[config.mk]
export PLATFORM = sky130hd
export DESIGN_NAME = hid_report_to_terminal_bytes
export DESIGN_NICKNAME = d
export VERILOG_FILES = /design/src/rtl/hrtb_pkg.sv /design/src/rtl/hrtb_encode.sv /design/src/rtl/hrtb_ctrl.sv /design/src/rtl/hrtb_dp.sv /design/src/rtl/hid_report_to_terminal_bytes.sv
export VERILOG_INCLUDE_DIRS = /design/src /design/src/rtl
export SDC_FILE = /design/constraint.sdc
export NUM_CORES = 1
export LEC_CHECK = 0
export ABC_AREA = 1
export BUFFER_PORTS_ARGS = -buffer_cell sky130_fd_sc_hd__clkbuf_2
export CORE_UTILIZATION = 60
export DETAILED_ROUTE_END_ITERATION = 8
export PLACE_DENSITY_LB_ADDON = 0.05
export SLEW_MARGIN = 5
export SYNTH_ARGS = -nofsm -noshare
export SYNTH_HDL_FRONTEND = slang
export SYNTH_SLANG_ARGS = --single-unit
export TNS_END_PERCENT = 1
[constraint.sdc]
create_clock -name clk -period 7 [get_ports clk]
set_input_delay 0.7 -clock clk [delete_from_list [all_inputs] [get_ports clk]]
set_output_delay 0.7 -clock clk [all_outputs]
set_load 0.02 [all_outputs]
[src/rtl/hid_report_to_terminal_bytes_macros.svh]
// Assertion macros for the terminal byte encoder
`ifndef HID_REPORT_TO_TERMINAL_BYTES_MACROS_SVH
`define HID_REPORT_TO_TERMINAL_BYTES_MACROS_SVH
`ifndef SYNTHESIS
`define HRTB_ASSERT_IMP(lbl, ante, cons) \
	lbl: assert property (@(posedge clk) disable iff (!arst_n) (ante) |-> (cons)) \
	else $error("hrtb: implication check failed");
`define HRTB_ASSERT_NEVER(lbl, expr) \
	lbl: assert property (@(posedge clk) disable iff (!arst_n) !(expr)) \
	else $error("hrtb: forbidden condition seen");
`else
`define HRTB_ASSERT_IMP(lbl, ante, cons)
`define HRTB_ASSERT_NEVER(lbl, expr)
`endif
`endif

[src/rtl/hrtb_pkg.sv]
package hrtb_pkg;

	localparam int KEY_SLOTS = 6;
	localparam int ENC_MAX   = 7;

	localparam logic [1:0] CMD_REPORT = 2'd0;
	localparam logic [1:0] CMD_TICK   = 2'd1;
	localparam logic [1:0] CMD_CLEAR  = 2'd2;

	localparam logic [2:0] CFG_REP_EN     = 3'd0;
	localparam logic [2:0] CFG_REP_DELAY  = 3'd1;
	localparam logic [2:0] CFG_REP_PERIOD = 3'd2;
	localparam logic [2:0] CFG_CRLF       = 3'd3;
	localparam logic [2:0] CFG_BS_DEL     = 3'd4;
	localparam logic [2:0] CFG_ALT_ESC    = 3'd5;

	typedef struct packed {
		logic [1:0] command;
		logic [7:0] modifier_bits;
		logic [7:0] key_slot0;
		logic [7:0] key_slot1;
		logic [7:0] key_slot2;
		logic [7:0] key_slot3;
		logic [7:0] key_slot4;
		logic [7:0] key_slot5;
	} item_t;

	typedef struct packed {
		logic [7:0] out_byte;
		logic       run_last;
	} result_t;

	typedef struct packed {
		logic [ENC_MAX-1:0][7:0] bytes;
		logic [2:0]              n;
		logic                    caps_toggle;
		logic                    rep_ok;
	} enc_t;

	typedef struct packed {
		logic load;
		logic held_chk;
		logic slot_enc;
		logic slot_next;
		logic commit;
		logic tick;
		logic clear;
		logic emit;
		logic flush;
	} ctrl_cmd_t;

	typedef struct packed {
		logic [1:0] cmd;
		logic       buf_done;
		logic       out_free;
		logic       pend_v;
		logic       slot_last;
	} dp_stat_t;

endpackage

[src/rtl/hrtb_encode.sv]
module hrtb_encode (
	input  logic [7:0]    key,
	input  logic [7:0]    mods,
	input  logic          caps,
	input  logic          crlf,
	input  logic          bs_del,
	input  logic          alt_esc,
	output hrtb_pkg::enc_t enc
);

	function automatic hrtb_pkg::enc_t push(hrtb_pkg::enc_t e, logic [7:0] b);
		hrtb_pkg::enc_t r;
		r = e;
		r.bytes[r.n] = b;
		r.n = r.n + 3'd1;
		return r;
	endfunction

	function automatic hrtb_pkg::enc_t csi_letter(hrtb_pkg::enc_t e, logic [7:0] fin,
			logic [3:0] p);
		hrtb_pkg::enc_t r;
		r = push(e, 8'h1B);
		r = push(r, 8'h5B);
		if (p != 4'd1) begin
			r = push(r, 8'h31);
			r = push(r, 8'h3B);
			r = push(r, 8'h30 + {4'b0, p});
		end
		r = push(r, fin);
		return r;
	endfunction

	function automatic hrtb_pkg::enc_t csi_tilde(hrtb_pkg::enc_t e, logic two,
			logic [7:0] tens, logic [7:0] ones, logic [3:0] p);
		hrtb_pkg::enc_t r;
		r = push(e, 8'h1B);
		r = push(r, 8'h5B);
		if (two) begin
			r = push(r, tens);
		end
		r = push(r, ones);
		if (p != 4'd1) begin
			r = push(r, 8'h3B);
			r = push(r, 8'h30 + {4'b0, p});
		end
		r = push(r, 8'h7E);
		return r;
	endfunction

	// {valid, char}
	function automatic logic [8:0] ascii(logic [7:0] k, logic sh, logic cp);
		logic [8:0] r;
		r = '0;
		if (k >= 8'h04 && k <= 8'h1D) begin
			r = {1'b1, ((sh ^ cp) ? 8'h41 : 8'h61) + (k - 8'h04)};
		end else if (k >= 8'h1E && k <= 8'h27) begin
			if (!sh) begin
				r = {1'b1, (k == 8'h27) ? 8'h30 : 8'h31 + (k - 8'h1E)};
			end else begin
				case (k)
					8'h1E: r = {1'b1, 8'h21};
					8'h1F: r = {1'b1, 8'h40};
					8'h20: r = {1'b1, 8'h23};
					8'h21: r = {1'b1, 8'h24};
					8'h22: r = {1'b1, 8'h25};
					8'h23: r = {1'b1, 8'h5E};
					8'h24: r = {1'b1, 8'h26};
					8'h25: r = {1'b1, 8'h2A};
					8'h26: r = {1'b1, 8'h28};
					default: r = {1'b1, 8'h29};
				endcase
			end
		end else if (k == 8'h2C) begin
			r = {1'b1, 8'h20};
		end else if (k >= 8'h2D && k <= 8'h38) begin
			case (k)
				8'h2D: r = {1'b1, sh ? 8'h5F : 8'h2D};
				8'h2E: r = {1'b1, sh ? 8'h2B : 8'h3D};
				8'h2F: r = {1'b1, sh ? 8'h7B : 8'h5B};
				8'h30: r = {1'b1, sh ? 8'h7D : 8'h5D};
				8'h31: r = {1'b1, sh ? 8'h7C : 8'h5C};
				8'h33: r = {1'b1, sh ? 8'h3A : 8'h3B};
				8'h34: r = {1'b1, sh ? 8'h22 : 8'h27};
				8'h35: r = {1'b1, sh ? 8'h7E : 8'h60};
				8'h36: r = {1'b1, sh ? 8'h3C : 8'h2C};
				8'h37: r = {1'b1, sh ? 8'h3E : 8'h2E};
				8'h38: r = {1'b1, sh ? 8'h3F : 8'h2F};
				default: r = '0;
			endcase
		end else if (k >= 8'h54 && k <= 8'h63) begin
			case (k)
				8'h54: r = {1'b1, 8'h2F};
				8'h55: r = {1'b1, 8'h2A};
				8'h56: r = {1'b1, 8'h2D};
				8'h57: r = {1'b1, 8'h2B};
				8'h58: r = '0;
				8'h62: r = {1'b1, 8'h30};
				8'h63: r = {1'b1, 8'h2E};
				default: r = {1'b1, 8'h31 + (k - 8'h59)};
			endcase
		end else if (k == 8'h67) begin
			r = {1'b1, 8'h3D};
		end
		return r;
	endfunction

	// F5..F12 tilde codes as two characters
	function automatic logic [15:0] fcode(logic [7:0] k);
		logic [15:0] r;
		case (k)
			8'h3E: r = {8'h31, 8'h35};
			8'h3F: r = {8'h31, 8'h37};
			8'h40: r = {8'h31, 8'h38};
			8'h41: r = {8'h31, 8'h39};
			8'h42: r = {8'h32, 8'h30};
			8'h43: r = {8'h32, 8'h31};
			8'h44: r = {8'h32, 8'h33};
			default: r = {8'h32, 8'h34};
		endcase
		return r;
	endfunction

	logic       m_ctrl, m_shift, m_alt, altp;
	logic [3:0] p;
	logic [8:0] asc;
	logic [8:0] cc;
	logic [15:0] fc;

	assign m_ctrl  = |(mods & 8'h11);
	assign m_shift = |(mods & 8'h22);
	assign m_alt   = |(mods & 8'h44);
	assign altp    = alt_esc & m_alt;
	assign p       = 4'd1 + {3'b0, m_shift} + {2'b0, m_alt, 1'b0} + {1'b0, m_ctrl, 2'b0};
	assign asc     = ascii(key, m_shift, caps);
	assign fc      = fcode(key);

	always_comb begin
		case (key)
			8'h2F: cc = {1'b1, 8'h1B};
			8'h31: cc = {1'b1, 8'h1C};
			8'h30: cc = {1'b1, 8'h1D};
			8'h23: cc = {1'b1, 8'h1E};
			8'h2D: cc = {1'b1, 8'h1F};
			8'h2A: cc = {1'b1, 8'h08};
			8'h28: cc = {1'b1, 8'h0D};
			8'h2B: cc = {1'b1, 8'h09};
			default: cc = (key >= 8'h04 && key <= 8'h1D) ?
				{1'b1, 8'h01 + (key - 8'h04)} : 9'h0;
		endcase
	end

	always_comb begin
		enc = '0;
		if (key < 8'h04) begin
		end else if (key == 8'h39) begin
			enc.caps_toggle = 1'b1;
		end else if (m_ctrl && cc[8]) begin
			if (altp) begin
				enc = push(enc, 8'h1B);
			end
			enc = push(enc, cc[7:0]);
		end else begin
			case (key)
				8'h28: begin
					if (altp) enc = push(enc, 8'h1B);
					enc = push(enc, 8'h0D);
					if (crlf) enc = push(enc, 8'h0A);
				end
				8'h29: enc = push(enc, 8'h1B);
				8'h2A: begin
					if (altp) enc = push(enc, 8'h1B);
					enc = push(enc, bs_del ? 8'h7F : 8'h08);
				end
				8'h2B: begin
					if (altp) enc = push(enc, 8'h1B);
					enc = push(enc, 8'h09);
				end
				8'h52: enc = csi_letter(enc, 8'h41, p);
				8'h51: enc = csi_letter(enc, 8'h42, p);
				8'h4F: enc = csi_letter(enc, 8'h43, p);
				8'h50: enc = csi_letter(enc, 8'h44, p);
				8'h4A: enc = csi_letter(enc, 8'h48, p);
				8'h4D: enc = csi_letter(enc, 8'h46, p);
				8'h49: enc = csi_tilde(enc, 1'b0, 8'h30, 8'h32, p);
				8'h4C: enc = csi_tilde(enc, 1'b0, 8'h30, 8'h33, p);
				8'h4B: enc = csi_tilde(enc, 1'b0, 8'h30, 8'h35, p);
				8'h4E: enc = csi_tilde(enc, 1'b0, 8'h30, 8'h36, p);
				8'h58: begin
					enc = push(enc, 8'h0D);
					if (crlf) enc = push(enc, 8'h0A);
				end
				default: begin
					if (key >= 8'h3A && key <= 8'h3D) begin
						enc = push(enc, 8'h1B);
						enc = push(enc, 8'h4F);
						enc = push(enc, 8'h50 + (key - 8'h3A));
					end else if (key >= 8'h3E && key <= 8'h45) begin
						enc = csi_tilde(enc, 1'b1, fc[15:8], fc[7:0], p);
					end else if (asc[8]) begin
						if (altp) enc = push(enc, 8'h1B);
						enc = push(enc, asc[7:0]);
					end
				end
			endcase
		end
		case (key)
			8'h52, 8'h51, 8'h4F, 8'h50, 8'h2A, 8'h4C, 8'h4A, 8'h4D, 8'h4B, 8'h4E:
				enc.rep_ok = !m_ctrl;
			default: enc.rep_ok = !m_ctrl && asc[8];
		endcase
	end

endmodule

[src/rtl/hrtb_ctrl.sv]
module hrtb_ctrl (
	input  logic                clk,
	input  logic                arst_n,
	input  logic                item_valid,
	input  logic [1:0]          item_cmd,
	output logic                item_ready,
	input  hrtb_pkg::dp_stat_t  st,
	output hrtb_pkg::ctrl_cmd_t cmd
);

	localparam logic [2:0] S_IDLE  = 3'd0;
	localparam logic [2:0] S_HELD  = 3'd1;
	localparam logic [2:0] S_SLOT  = 3'd2;
	localparam logic [2:0] S_TICK  = 3'd3;
	localparam logic [2:0] S_EMIT  = 3'd4;
	localparam logic [2:0] S_FLUSH = 3'd5;

	logic [2:0] state_q, state_d;

	always_comb begin
		cmd        = '0;
		item_ready = 1'b0;
		state_d    = state_q;
		unique case (state_q)
			S_IDLE: begin
				item_ready = 1'b1;
				if (item_valid) begin
					cmd.load = 1'b1;
					unique case (item_cmd)
						hrtb_pkg::CMD_REPORT: state_d = S_HELD;
						hrtb_pkg::CMD_TICK:   state_d = S_TICK;
						hrtb_pkg::CMD_CLEAR:  cmd.clear = 1'b1;
						default: ;
					endcase
				end
			end
			S_HELD: begin
				cmd.held_chk = 1'b1;
				state_d      = S_SLOT;
			end
			S_SLOT: begin
				cmd.slot_enc = 1'b1;
				state_d      = S_EMIT;
			end
			S_TICK: begin
				cmd.tick = 1'b1;
				state_d  = S_EMIT;
			end
			S_EMIT: begin
				if (!st.buf_done) begin
					cmd.emit = !st.pend_v || st.out_free;
				end else if (st.cmd == hrtb_pkg::CMD_REPORT && !st.slot_last) begin
					cmd.slot_next = 1'b1;
					state_d       = S_SLOT;
				end else begin
					cmd.commit = st.cmd == hrtb_pkg::CMD_REPORT;
					state_d    = S_FLUSH;
				end
			end
			S_FLUSH: begin
				if (!st.pend_v) begin
					state_d = S_IDLE;
				end else if (st.out_free) begin
					cmd.flush = 1'b1;
					state_d   = S_IDLE;
				end
			end
			default: state_d = S_IDLE;
		endcase
	end

	always_ff @(posedge clk or negedge arst_n) begin
		if (!arst_n) begin
			state_q <= S_IDLE;
		end else begin
			state_q <= state_d;
		end
	end

endmodule

[src/rtl/hrtb_dp.sv]
module hrtb_dp (
	input  logic                clk,
	input  logic                arst_n,
	input  hrtb_pkg::item_t     item,
	input  logic                cfg_we,
	input  logic [2:0]          cfg_index,
	input  logic [15:0]         cfg_data,
	input  hrtb_pkg::ctrl_cmd_t cmd,
	output hrtb_pkg::dp_stat_t  st,
	input  logic                result_ready,
	output logic                result_valid,
	output hrtb_pkg::result_t   result
);

	localparam int NS = hrtb_pkg::KEY_SLOTS;

	logic        rep_en_q, crlf_q, bs_del_q, alt_esc_q;
	logic [15:0] delay_q, period_q;

	logic [1:0]             cmd_q;
	logic [7:0]             mods_q;
	logic [NS-1:0][7:0]     keys_q;
	logic [NS-1:0][7:0]     prior_q;
	logic [2:0]             slot_q;
	logic                   caps_q;
	logic                   rep_act_q;
	logic [7:0]             rep_key_q, rep_mods_q;
	logic [15:0]            rep_cd_q;

	logic [hrtb_pkg::ENC_MAX-1:0][7:0] buf_q;
	logic [2:0]             blen_q, bidx_q;
	logic [7:0]             pend_q;
	logic                   pend_v_q;
	hrtb_pkg::result_t      out_q;
	logic                   out_v_q;

	logic [7:0]     cur_key, enc_key, enc_mods;
	logic           in_prior, held, is_new, fire;
	hrtb_pkg::enc_t enc;

	assign cur_key = keys_q[slot_q];

	always_comb begin
		in_prior = 1'b0;
		held     = 1'b0;
		for (int i = 0; i < NS; i++) begin
			in_prior = in_prior | (prior_q[i] == cur_key);
			held     = held | (keys_q[i] == rep_key_q);
		end
	end

	assign is_new   = cur_key != 8'h00 && !in_prior;
	assign fire     = rep_en_q && rep_act_q && rep_cd_q <= 16'd1;
	assign enc_key  = cmd.tick ? rep_key_q : cur_key;
	assign enc_mods = cmd.tick ? rep_mods_q : mods_q;

	hrtb_encode u_enc (
		.key     (enc_key),
		.mods    (enc_mods),
		.caps    (caps_q),
		.crlf    (crlf_q),
		.bs_del  (bs_del_q),
		.alt_esc (alt_esc_q),
		.enc     (enc)
	);

	assign st.cmd       = cmd_q;
	assign st.buf_done  = bidx_q == blen_q;
	assign st.out_free  = !out_v_q || result_ready;
	assign st.pend_v    = pend_v_q;
	assign st.slot_last = slot_q == 3'(NS - 1);

	assign result_valid = out_v_q;
	assign result       = out_q;

	always_ff @(posedge clk or negedge arst_n) begin
		if (!arst_n) begin
			rep_en_q  <= 1'b1;
			delay_q   <= 16'd480;
			period_q  <= 16'd45;
			crlf_q    <= 1'b0;
			bs_del_q  <= 1'b0;
			alt_esc_q <= 1'b1;
		end else if (cfg_we) begin
			unique case (cfg_index)
				hrtb_pkg::CFG_REP_EN:     rep_en_q  <= cfg_data[0];
				hrtb_pkg::CFG_REP_DELAY:  delay_q   <= cfg_data;
				hrtb_pkg::CFG_REP_PERIOD: period_q  <= cfg_data;
				hrtb_pkg::CFG_CRLF:       crlf_q    <= cfg_data[0];
				hrtb_pkg::CFG_BS_DEL:     bs_del_q  <= cfg_data[0];
				hrtb_pkg::CFG_ALT_ESC:    alt_esc_q <= cfg_data[0];
				default: ;
			endcase
		end
	end

	always_ff @(posedge clk or negedge arst_n) begin
		if (!arst_n) begin
			cmd_q      <= hrtb_pkg::CMD_REPORT;
			slot_q     <= '0;
			prior_q    <= '0;
			caps_q     <= 1'b0;
			rep_act_q  <= 1'b0;
			rep_key_q  <= '0;
			rep_mods_q <= '0;
			rep_cd_q   <= '0;
			blen_q     <= '0;
			bidx_q     <= '0;
			pend_v_q   <= 1'b0;
			out_v_q    <= 1'b0;
		end else begin
			if (cmd.load) begin
				cmd_q  <= item.command;
				slot_q <= '0;
			end
			if (cmd.clear) begin
				prior_q   <= '0;
				rep_act_q <= 1'b0;
			end
			if (cmd.held_chk && rep_act_q && !held) begin
				rep_act_q <= 1'b0;
			end
			if (cmd.slot_next) begin
				slot_q <= slot_q + 3'd1;
			end
			if (cmd.commit) begin
				prior_q <= keys_q;
			end
			if (cmd.slot_enc) begin
				bidx_q <= '0;
				blen_q <= is_new ? enc.n : 3'd0;
				if (is_new) begin
					caps_q <= caps_q ^ enc.caps_toggle;
					if (enc.n != 3'd0) begin
						if (rep_en_q && enc.rep_ok) begin
							rep_act_q  <= 1'b1;
							rep_key_q  <= cur_key;
							rep_mods_q <= mods_q;
							rep_cd_q   <= delay_q;
						end else begin
							rep_act_q <= 1'b0;
						end
					end
				end
			end
			if (cmd.tick) begin
				bidx_q <= '0;
				blen_q <= fire ? enc.n : 3'd0;
				if (fire) begin
					rep_cd_q <= period_q;
				end else if (rep_en_q && rep_act_q) begin
					rep_cd_q <= rep_cd_q - 16'd1;
				end
			end
			if (cmd.emit) begin
				bidx_q   <= bidx_q + 3'd1;
				pend_v_q <= 1'b1;
			end
			if (cmd.flush) begin
				pend_v_q <= 1'b0;
			end
			if ((cmd.emit && pend_v_q) || cmd.flush) begin
				out_v_q <= 1'b1;
			end else if (result_ready) begin
				out_v_q <= 1'b0;
			end
		end
	end

	always_ff @(posedge clk) begin
		if (cmd.load) begin
			mods_q <= item.modifier_bits;
			keys_q <= {item.key_slot5, item.key_slot4, item.key_slot3,
				item.key_slot2, item.key_slot1, item.key_slot0};
		end
		if (cmd.slot_enc || cmd.tick) begin
			buf_q <= enc.bytes;
		end
		if (cmd.emit) begin
			pend_q <= buf_q[bidx_q];
		end
		if (cmd.emit && pend_v_q) begin
			out_q <= '{out_byte: pend_q, run_last: 1'b0};
		end else if (cmd.flush) begin
			out_q <= '{out_byte: pend_q, run_last: 1'b1};
		end
	end

endmodule

[src/rtl/hid_report_to_terminal_bytes.sv]
// Turns HID boot keyboard reports, millisecond ticks and attach/detach clears into
// xterm-style terminal bytes, one byte per output transfer, with run_last marking
// the final byte of each input item. For a report, a sequencer visits the six key
// slots one after another, encodes a newly pressed key into a buffer of up to seven
// bytes, then drains that buffer one byte per cycle. The last byte of an item is
// held back one byte so that run_last can be set; output stalls stall the drain.
`include "hid_report_to_terminal_bytes_macros.svh"

module hid_report_to_terminal_bytes (
	input  logic              clk,
	input  logic              arst_n,
	input  logic              item_valid,
	output logic              item_ready,
	input  hrtb_pkg::item_t   item,
	output logic              result_valid,
	input  logic              result_ready,
	output hrtb_pkg::result_t result,
	input  logic              cfg_we,
	input  logic [2:0]        cfg_index,
	input  logic [15:0]       cfg_data
);

	hrtb_pkg::ctrl_cmd_t cmd;
	hrtb_pkg::dp_stat_t  st;

	hrtb_ctrl u_ctrl (
		.clk        (clk),
		.arst_n     (arst_n),
		.item_valid (item_valid),
		.item_cmd   (item.command),
		.item_ready (item_ready),
		.st         (st),
		.cmd        (cmd)
	);

	hrtb_dp u_dp (
		.clk          (clk),
		.arst_n       (arst_n),
		.item         (item),
		.cfg_we       (cfg_we),
		.cfg_index    (cfg_index),
		.cfg_data     (cfg_data),
		.cmd          (cmd),
		.st           (st),
		.result_ready (result_ready),
		.result_valid (result_valid),
		.result       (result)
	);

	`HRTB_ASSERT_IMP(a_idle_no_pending, item_ready, !st.pend_v)
	`HRTB_ASSERT_IMP(a_emit_has_data, cmd.emit, !st.buf_done)
	`HRTB_ASSERT_NEVER(a_emit_flush_clash, cmd.emit && cmd.flush)

endmodule
==> out/metrics.csv, run 1 <==
stage,metric,value,unit
status,outcome,"finished, final reports clean",
power,pwr/cell area,468,nW/um^2
routing,DRC viols,0,
clocking,Worst-path clk slew,0.06,ns
synthesis,"EDFF count, synth",113,
sta,RSZ-0062 raised after global routing,no,
sta,Slew HR,29.0,%
setup_path,crit path kind,register to register,
global_route,GRT Resource Usage Total,34.6,%
setup_path,Critical Path End Type,register,
setup_path,Worst Setup EP,u_dp.rep_cd_q[6]$_DFF_PN0_,
setup_path,CP bufs+invs,6,
setup_path,Worst path max stage delay,0.84,ns
routing,Routed WL,44500,um
routing,WL per Instance,19.0,um
placement,post-DP HPWL,32800,um
sta,Final Slew Violations,0,
die,die outline area,26300,um^2
synthesis,Synth Flop Type,dfrtp_1,
setup_path,R2R Setup Slk,0.92,ns
global_route,largest net degree at the start of global routing,86,
die,die height,162,um
synthesis,Mean Syn Cell Area,7.97,um^2
placement,Port-buffer cells,90,
setup_path,WP data arrival,6.50,ns
clocking,clock root cell,clkbuf_16,
setup_path,Crit Reg-Reg Startpoint,u_dp.slot_q[0]$_DFFE_PN0P_,
sta,Worst Skew,0.0233,ns
sta,Slew @ Worst Pin,1.06,ns
synthesis,post-synth net total,2042,
sta,# setup viols final,0,
setup_path,cell depth of the worst setup path,26,
sta,slack of the critical path,0.923,ns
setup_path,Worst EP required,7.42,ns
clocking,"Setup Fix Bufs, Post-CTS",0,
setup_path,r2r worst-path depth,26,
synthesis,leading area contributor after synthesis,edfxtp_1,
routing,Vias/cell,5.85,
cells_and_area,FF/Latch Area,6730,um^2
synthesis,Mapped Area,15400,um^2
clocking,CTS tree,built,
synthesis,yosys warns,0,
die,io pins,93,
min_path,HP Class,input pin to async pin,
sta,Final period util,86.8,%
die,Site Rows,58,
synthesis,Synth top area share,22.1,%
global_route,grt ovf,0,
clocking,Clock Latency Late Sink,0.55,ns
setup_path,CP most frequent cell,nand2_1,
routing,via count,13800,
synthesis,"Seq/Total Area, Yosys",43.7,%
cells_and_area,ratio of cells with drive above 1 in the final layout,13.7,%
sta,Final TNS setup,0,ns
cells_and_area,Fillers,2128,
setup_path,Crit. Startpoint,u_dp.slot_q[0]$_DFFE_PN0P_,
cells_and_area,Final #Nets,2112,
placement,worst slack at placement,1.15,ns
clocking,clock sink total,246,
sta,"Hold Vio Cnt, Final",0,
synthesis,Unique masters post-synth,63,
placement,Final GP Congestion,0.983,
routing,post-route ant nets,0,
die,Die X,162,um
clocking,CTS HTree Levels,1,
clocking,CTS Buf Count,26,
global_route,vias in the first global route,13100,
setup_path,worst-path maximum fanout,34,
clocking,hold_buf cts,0,
routing,Initial DRC Count,1433,
cells_and_area,area of the multi-input gates,7260,um^2
synthesis,Syn Inst Count,1930,
synthesis,Async SR Flop Fraction,53.7,%
global_route,first-pass GRT wire length,70800,um
setup_path,FF-to-FF End,u_dp.rep_cd_q[6]$_DFF_PN0_,
die,initial core utilization,61.1,%
synthesis,"flops & latches, synth",246,
setup_path,crit-path leading delay family,simple AND/OR/NAND/NOR gates,
global_route,initial antenna violation count,1,
synthesis,most numerous cell in the Yosys netlist,nand2_1,
sta,fin crit period,6.08,ns
clocking,clock tree buffer depth,3,
routing,DR pass1 iterations,5,
synthesis,Post-synth top cells,"455 x nand2_1, 245 x inv_1, 174 x o21ai_0, 148 x nor2_1, 129 x nand3_1",
setup_path,startpoint types,register,
cells_and_area,antenna cells,0,
setup_path,crit path max-delay cell type,dfrtp_1,
cells_and_area,area grow syn2layout,9.91,%
clocking,post_cts resized,0,
power,Max VDD drop,0.000286,V
synthesis,Synth area leaders,"edfxtp_1 22%, dfrtp_1 20%, nand2_1 11%, inv_1 6.0%, o21ai_0 5.7%",
die,Core Region,25200,um^2
sta,fmax,165,MHz
run,Max Cap Viol,0,
power,leakage,8.19,nW
==> metal layers <==
layer	wire (um)	vias up	GRT usage (%)
li1	-	6524	-
met1	18800	6516	47.8
met2	21300	625	57.3
met3	3330	91	4.49
met4	1170	2	9.48
met5	9	-	0
==> metrics by stage <==
| step | power (W) | utilization [%] | cells | hold slack, ns | area [um^2] |
|---|---|---|---|---|---|
| finish | 0.00791 | 67.2 | 2350 | 0.220 | 16900 |
| global route | 0.00840 | 67.2 | 2350 | 0.291 | 16900 |
| CTS | 0.00782 | 67.2 | 2350 | 0.254 | 16900 |
| detailed placement | 0.00633 | 63.5 | 2302 | 0.457 | 16000 |
| global placement | 0.00629 | 63.5 | 2302 | 0.458 | 16000 |
| floorplan | 0.00519 | - | 1930 | 0.404 | 15400 |
==> worst register-to-register path, delay by kind of cell, from the launching register on <==
kind	cells	cell delay, ns
simple gates	15	2.49
compound gates	4	1.23
buf+inv	6	1.04
flops	1	0.84
fa+ha+maj	1	0.37
==> power breakdown <==
group          internal, W  leakage [nW]  switching, W
registers          0.00204          2.80      0.000350
clock network     0.000884         0.448      0.000588
logic              0.00117          4.94       0.00287
total              0.00410          8.19       0.00381
==> state kept, by name, summed over array words and instances (netlist names), 6 cells and up <==
signal / cells
u_dp.period_q: 16
u_dp.prior_q: 48
u_dp.rep_key_q: 8
u_dp.rep_cd_q: 16
u_dp.buf_q: 43
u_dp.pend_q: 8
u_dp.keys_q: 48
u_dp.result: 9
u_dp.rep_mods_q: 6
u_dp.delay_q: 16
u_dp.mods_q: 6
==> final cells by class <==
class                      count  share of cell area, %
sequential                   246                   39.8
tap                          330                   2.44
clock inverter                18                   1.47
multi-input combinational   1350                   42.9
timing repair buffer         100                   3.14
inverter                     276                   6.23
clock buffer                  30                   4.00
==> worst min path at each step <==
| stage | startpoint | end | slack, ns | cells after the start |
|---|---|---|---|---|
| 2_1_floorplan | arst_n | u_ctrl.state_q[0]$_DFFE_PN0P_ | 0.40 | 0 |
| 4_1_cts | arst_n | u_dp.prior_q[8]$_DFFE_PN0P_ | 0.25 | 1 |
| 3_3_place_gp | u_dp.result[0]$_SDFFE_PP0P_ | u_dp.result[0]$_SDFFE_PP0P_ | 0.46 | 2 |
| 3_5_place_dp | u_dp.result[0]$_SDFFE_PP0P_ | u_dp.result[0]$_SDFFE_PP0P_ | 0.46 | 2 |
| 5_1_grt | arst_n | u_dp.crlf_q$_DFFE_PN0P_ | 0.29 | 1 |
| 6_report | arst_n | u_dp.crlf_q$_DFFE_PN0P_ | 0.22 | 1 |
==> cell usage in the layout (no fill, tap or decap), drive strengths merged, types with 10 or more instances in the layout <==
master   instances
inv            273
o211ai          21
edfxtp         113
ha              30
o2111ai         11
nor2           169
nand2          506
xnor2           22
clkbuf         119
dfrtp          122
nand3          137
xor2            59
dfstp           10
buf             11
o22ai           30
nand4           26
nor4            15
o21ai          199
a21oi           52
nor3            25
clkinv          14
==> cell families after synthesis <==
logic type                 Yosys count  synth area share, %
adders and majority gates           30                 2.44
other                                1               0.0244
buffers and inverters              334                 9.12
DFF                                246                 43.7
and+or+nand+nor                    886                 26.8
xor gates and xnor gates            81                 4.61
AOI/OAI and AO/OA                  352                 13.3
Note: power is estimated with default switching activity, not from simulation.
==> run 2, diff against run 1 <==
- CORE_UTILIZATION: 60 -> 46
- TNS_END_PERCENT: 1 -> default
==> run 2 against run 1 <==
Net effect: critical path depth is the same; maximum frequency grew 0.30%; non-clock buffer count is the same; hold slack lost 0.090 ns; clock power shrank 3%; setup slack gained 0.018 ns; die area grew 30%.
==> out/metrics.csv, run 2 (synthesized netlist as in run 1, its figures left out) <==
stage,metric,value,unit
status,outcome,"finished, final reports clean",
cells_and_area,Fillers,3294,
die,Site Rows,66,
die,io pins,93,
routing,Vias/cell,5.45,
cells_and_area,Final #Nets,2114,
power,leakage,8.17,nW
placement,placed cell count,2414,
min_path,HP Class,input pin to async pin,
cells_and_area,Non-Filler Instances,2466,
global_route,initial antenna violation count,0,
sta,RSZ-0062 raised after global routing,no,
placement,placed cell areas,16100,um^2
routing,post-route ant nets,0,
die,Core Region,32700,um^2
global_route,grt ovf,0,
routing,via count,13400,
setup_path,WP data arrival,6.50,ns
power,pwr/cell area,464,nW/um^2
global_route,GRT Resource Usage Total,28.2,%
placement,Final GP Congestion,1.01,
clocking,Clock Latency Late Sink,0.56,ns
clocking,clock root cell,clkbuf_16,
clocking,CTS Buf Count,28,
global_route,vias in the first global route,12900,
clocking,CTS tree,built,
sta,Slew HR,28.1,%
setup_path,crit path kind,register to register,
cells_and_area,antenna cells,0,
setup_path,worst-path maximum fanout,34,
power,Max VDD drop,0.000242,V
placement,post-DP HPWL,34700,um
cells_and_area,Largest regs,"u_dp.keys_q: 48 flops, u_dp.prior_q: 48 flops, u_dp.buf_q: 43 flops",
sta,fmax,165,MHz
global_route,largest net degree at the start of global routing,76,
cells_and_area,ratio of cells with drive above 1 in the final layout,13.6,%
cells_and_area,area of the multi-input gates,7260,um^2
global_route,Most Crowded Layer GR,met2,
sta,Final Slew Violations,0,
placement,Port-buffer cells,90,
setup_path,Critical Path End Type,register,
setup_path,Worst EP required,7.45,ns
clocking,"Setup Fix Bufs, Post-CTS",0,
global_route,grt met2 use,45.1,%
routing,Initial DRC Count,1045,
global_route,GR Util met1,39.8,%
sta,Final TNS setup,0,ns
run,Max Cap Viol,0,
power,total chip power,0.00788,W
cells_and_area,most frequent cells in the layout,"455 x nand2_1, 244 x inv_1, 174 x o21ai_0",
clocking,Worst-path clk slew,0.08,ns
global_route,M3 GR Usage,2.93,%
global_route,first-pass GRT wire length,74000,um
clocking,post_cts resized,0,
routing,DRC viols,0,
sta,Worst Skew,0.0200,ns
sta,# setup viols final,0,
setup_path,startpoint types,register,
cells_and_area,FF/Latch Area,6730,um^2
clocking,hold_buf cts,0,
clocking,CTS HTree Levels,1,
cells_and_area,area grow syn2layout,10.5,%
die,die outline area,34200,um^2
sta,Slew @ Worst Pin,1.08,ns
die,Die X,185,um
sta,fin crit period,6.06,ns
die,die height,185,um
routing,DR pass1 iterations,6,
routing,Routed WL,47100,um
clocking,clock sink total,246,
cells_and_area,"commonest non-fill, non-tap cell in the layout",nand2_1,
sta,"Hold Vio Cnt, Final",0,
sta,Final period util,86.5,%
die,initial core utilization,47.1,%
routing,WL per Instance,19.1,um
clocking,clock tree buffer depth,3,
cells_and_area,"Design Area, Final",17000,um^2
==> run 2: cell type report <==
type | count | area share (%)
multi-input cells | 1350 | 42.7
repair buffers | 100 | 3.13
well taps | 442 | 3.25
clock buffers | 39 | 4.54
flip-flops and latches | 246 | 39.6
clock inverters | 13 | 0.633
inverters | 276 | 6.19
==> run 2: worst paths after layout <==
check / startpoint / to / slack [ns] / depth (start not counted)
hold / removal: arst_n / u_dp.caps_q$_DFFE_PN0P_ / 0.13 / 1
min in group clk: item[47] / u_dp.keys_q[7]$_DFFE_PP_ / 0.31 / 1
max in group asynchronous: arst_n / u_dp.prior_q[37]$_DFFE_PN0P_ / 5.43 / 2
setup / recovery: u_dp.slot_q[0]$_DFFE_PN0P_ / u_dp.rep_cd_q[6]$_DFF_PN0_ / 0.94 / 26
hold reg to reg: u_dp.period_q[9]$_DFFE_PN0P_ / u_dp.rep_cd_q[9]$_DFF_PN0_ / 0.47 / 2
setup reg to reg: u_dp.slot_q[0]$_DFFE_PN0P_ / u_dp.rep_cd_q[6]$_DFF_PN0_ / 0.94 / 26
==> run 2: per-layer routing <==
| layer | up-vias | share of wire (%) |
|---|---|---|
| li1 | 6527 | - |
| met1 | 6366 | 46 |
| met2 | 442 | 45 |
| met3 | 94 | 5.3 |
| met4 | 0 | 3.6 |
| met5 | - | 0 |
==> run 2: through the flow <==
step,setup WS [ns],util (%),hold slack [ns]
6_report,0.942,52.0,0.130
4_1_cts,1.12,52.0,0.163
3_3_place_gp,1.19,49.3,0.461
3_5_place_dp,1.13,49.3,0.465
5_1_grt,0.562,52.0,0.182
2_1_floorplan,2.46,-,0.404
==> run 2: power by group <==
part	leakage, nW	switching, W	internal [W]
registers	2.80	0.000346	0.00204
logic	4.94	0.00289	0.00117
clock network	0.429	0.000620	0.000808
total	8.17	0.00386	0.00403
==> run 2: worst max-delay path: stages, from the launching register on <==
cell      delay (ns)
dfrtp_1         0.79
inv_6           0.14
o21ai_0         0.21
nand2_1         0.07
nand2_1         0.07
nand2_2         0.19
inv_2           0.18
nand2_1         0.08
o21ai_2         0.27
inv_1           0.24
ha_1            0.34
nand2_1         0.17
inv_1           0.13
o41ai_2         0.70
nand4_2         0.28
nor2_4          0.32
inv_2           0.10
nor2_1          0.16
nand2_1         0.07
nand2_1         0.07
nand2_1         0.06
nand2_2         0.10
nand3_4         0.27
nand2_4         0.48
inv_2           0.20
nor2_1          0.14
o21bai_1        0.07
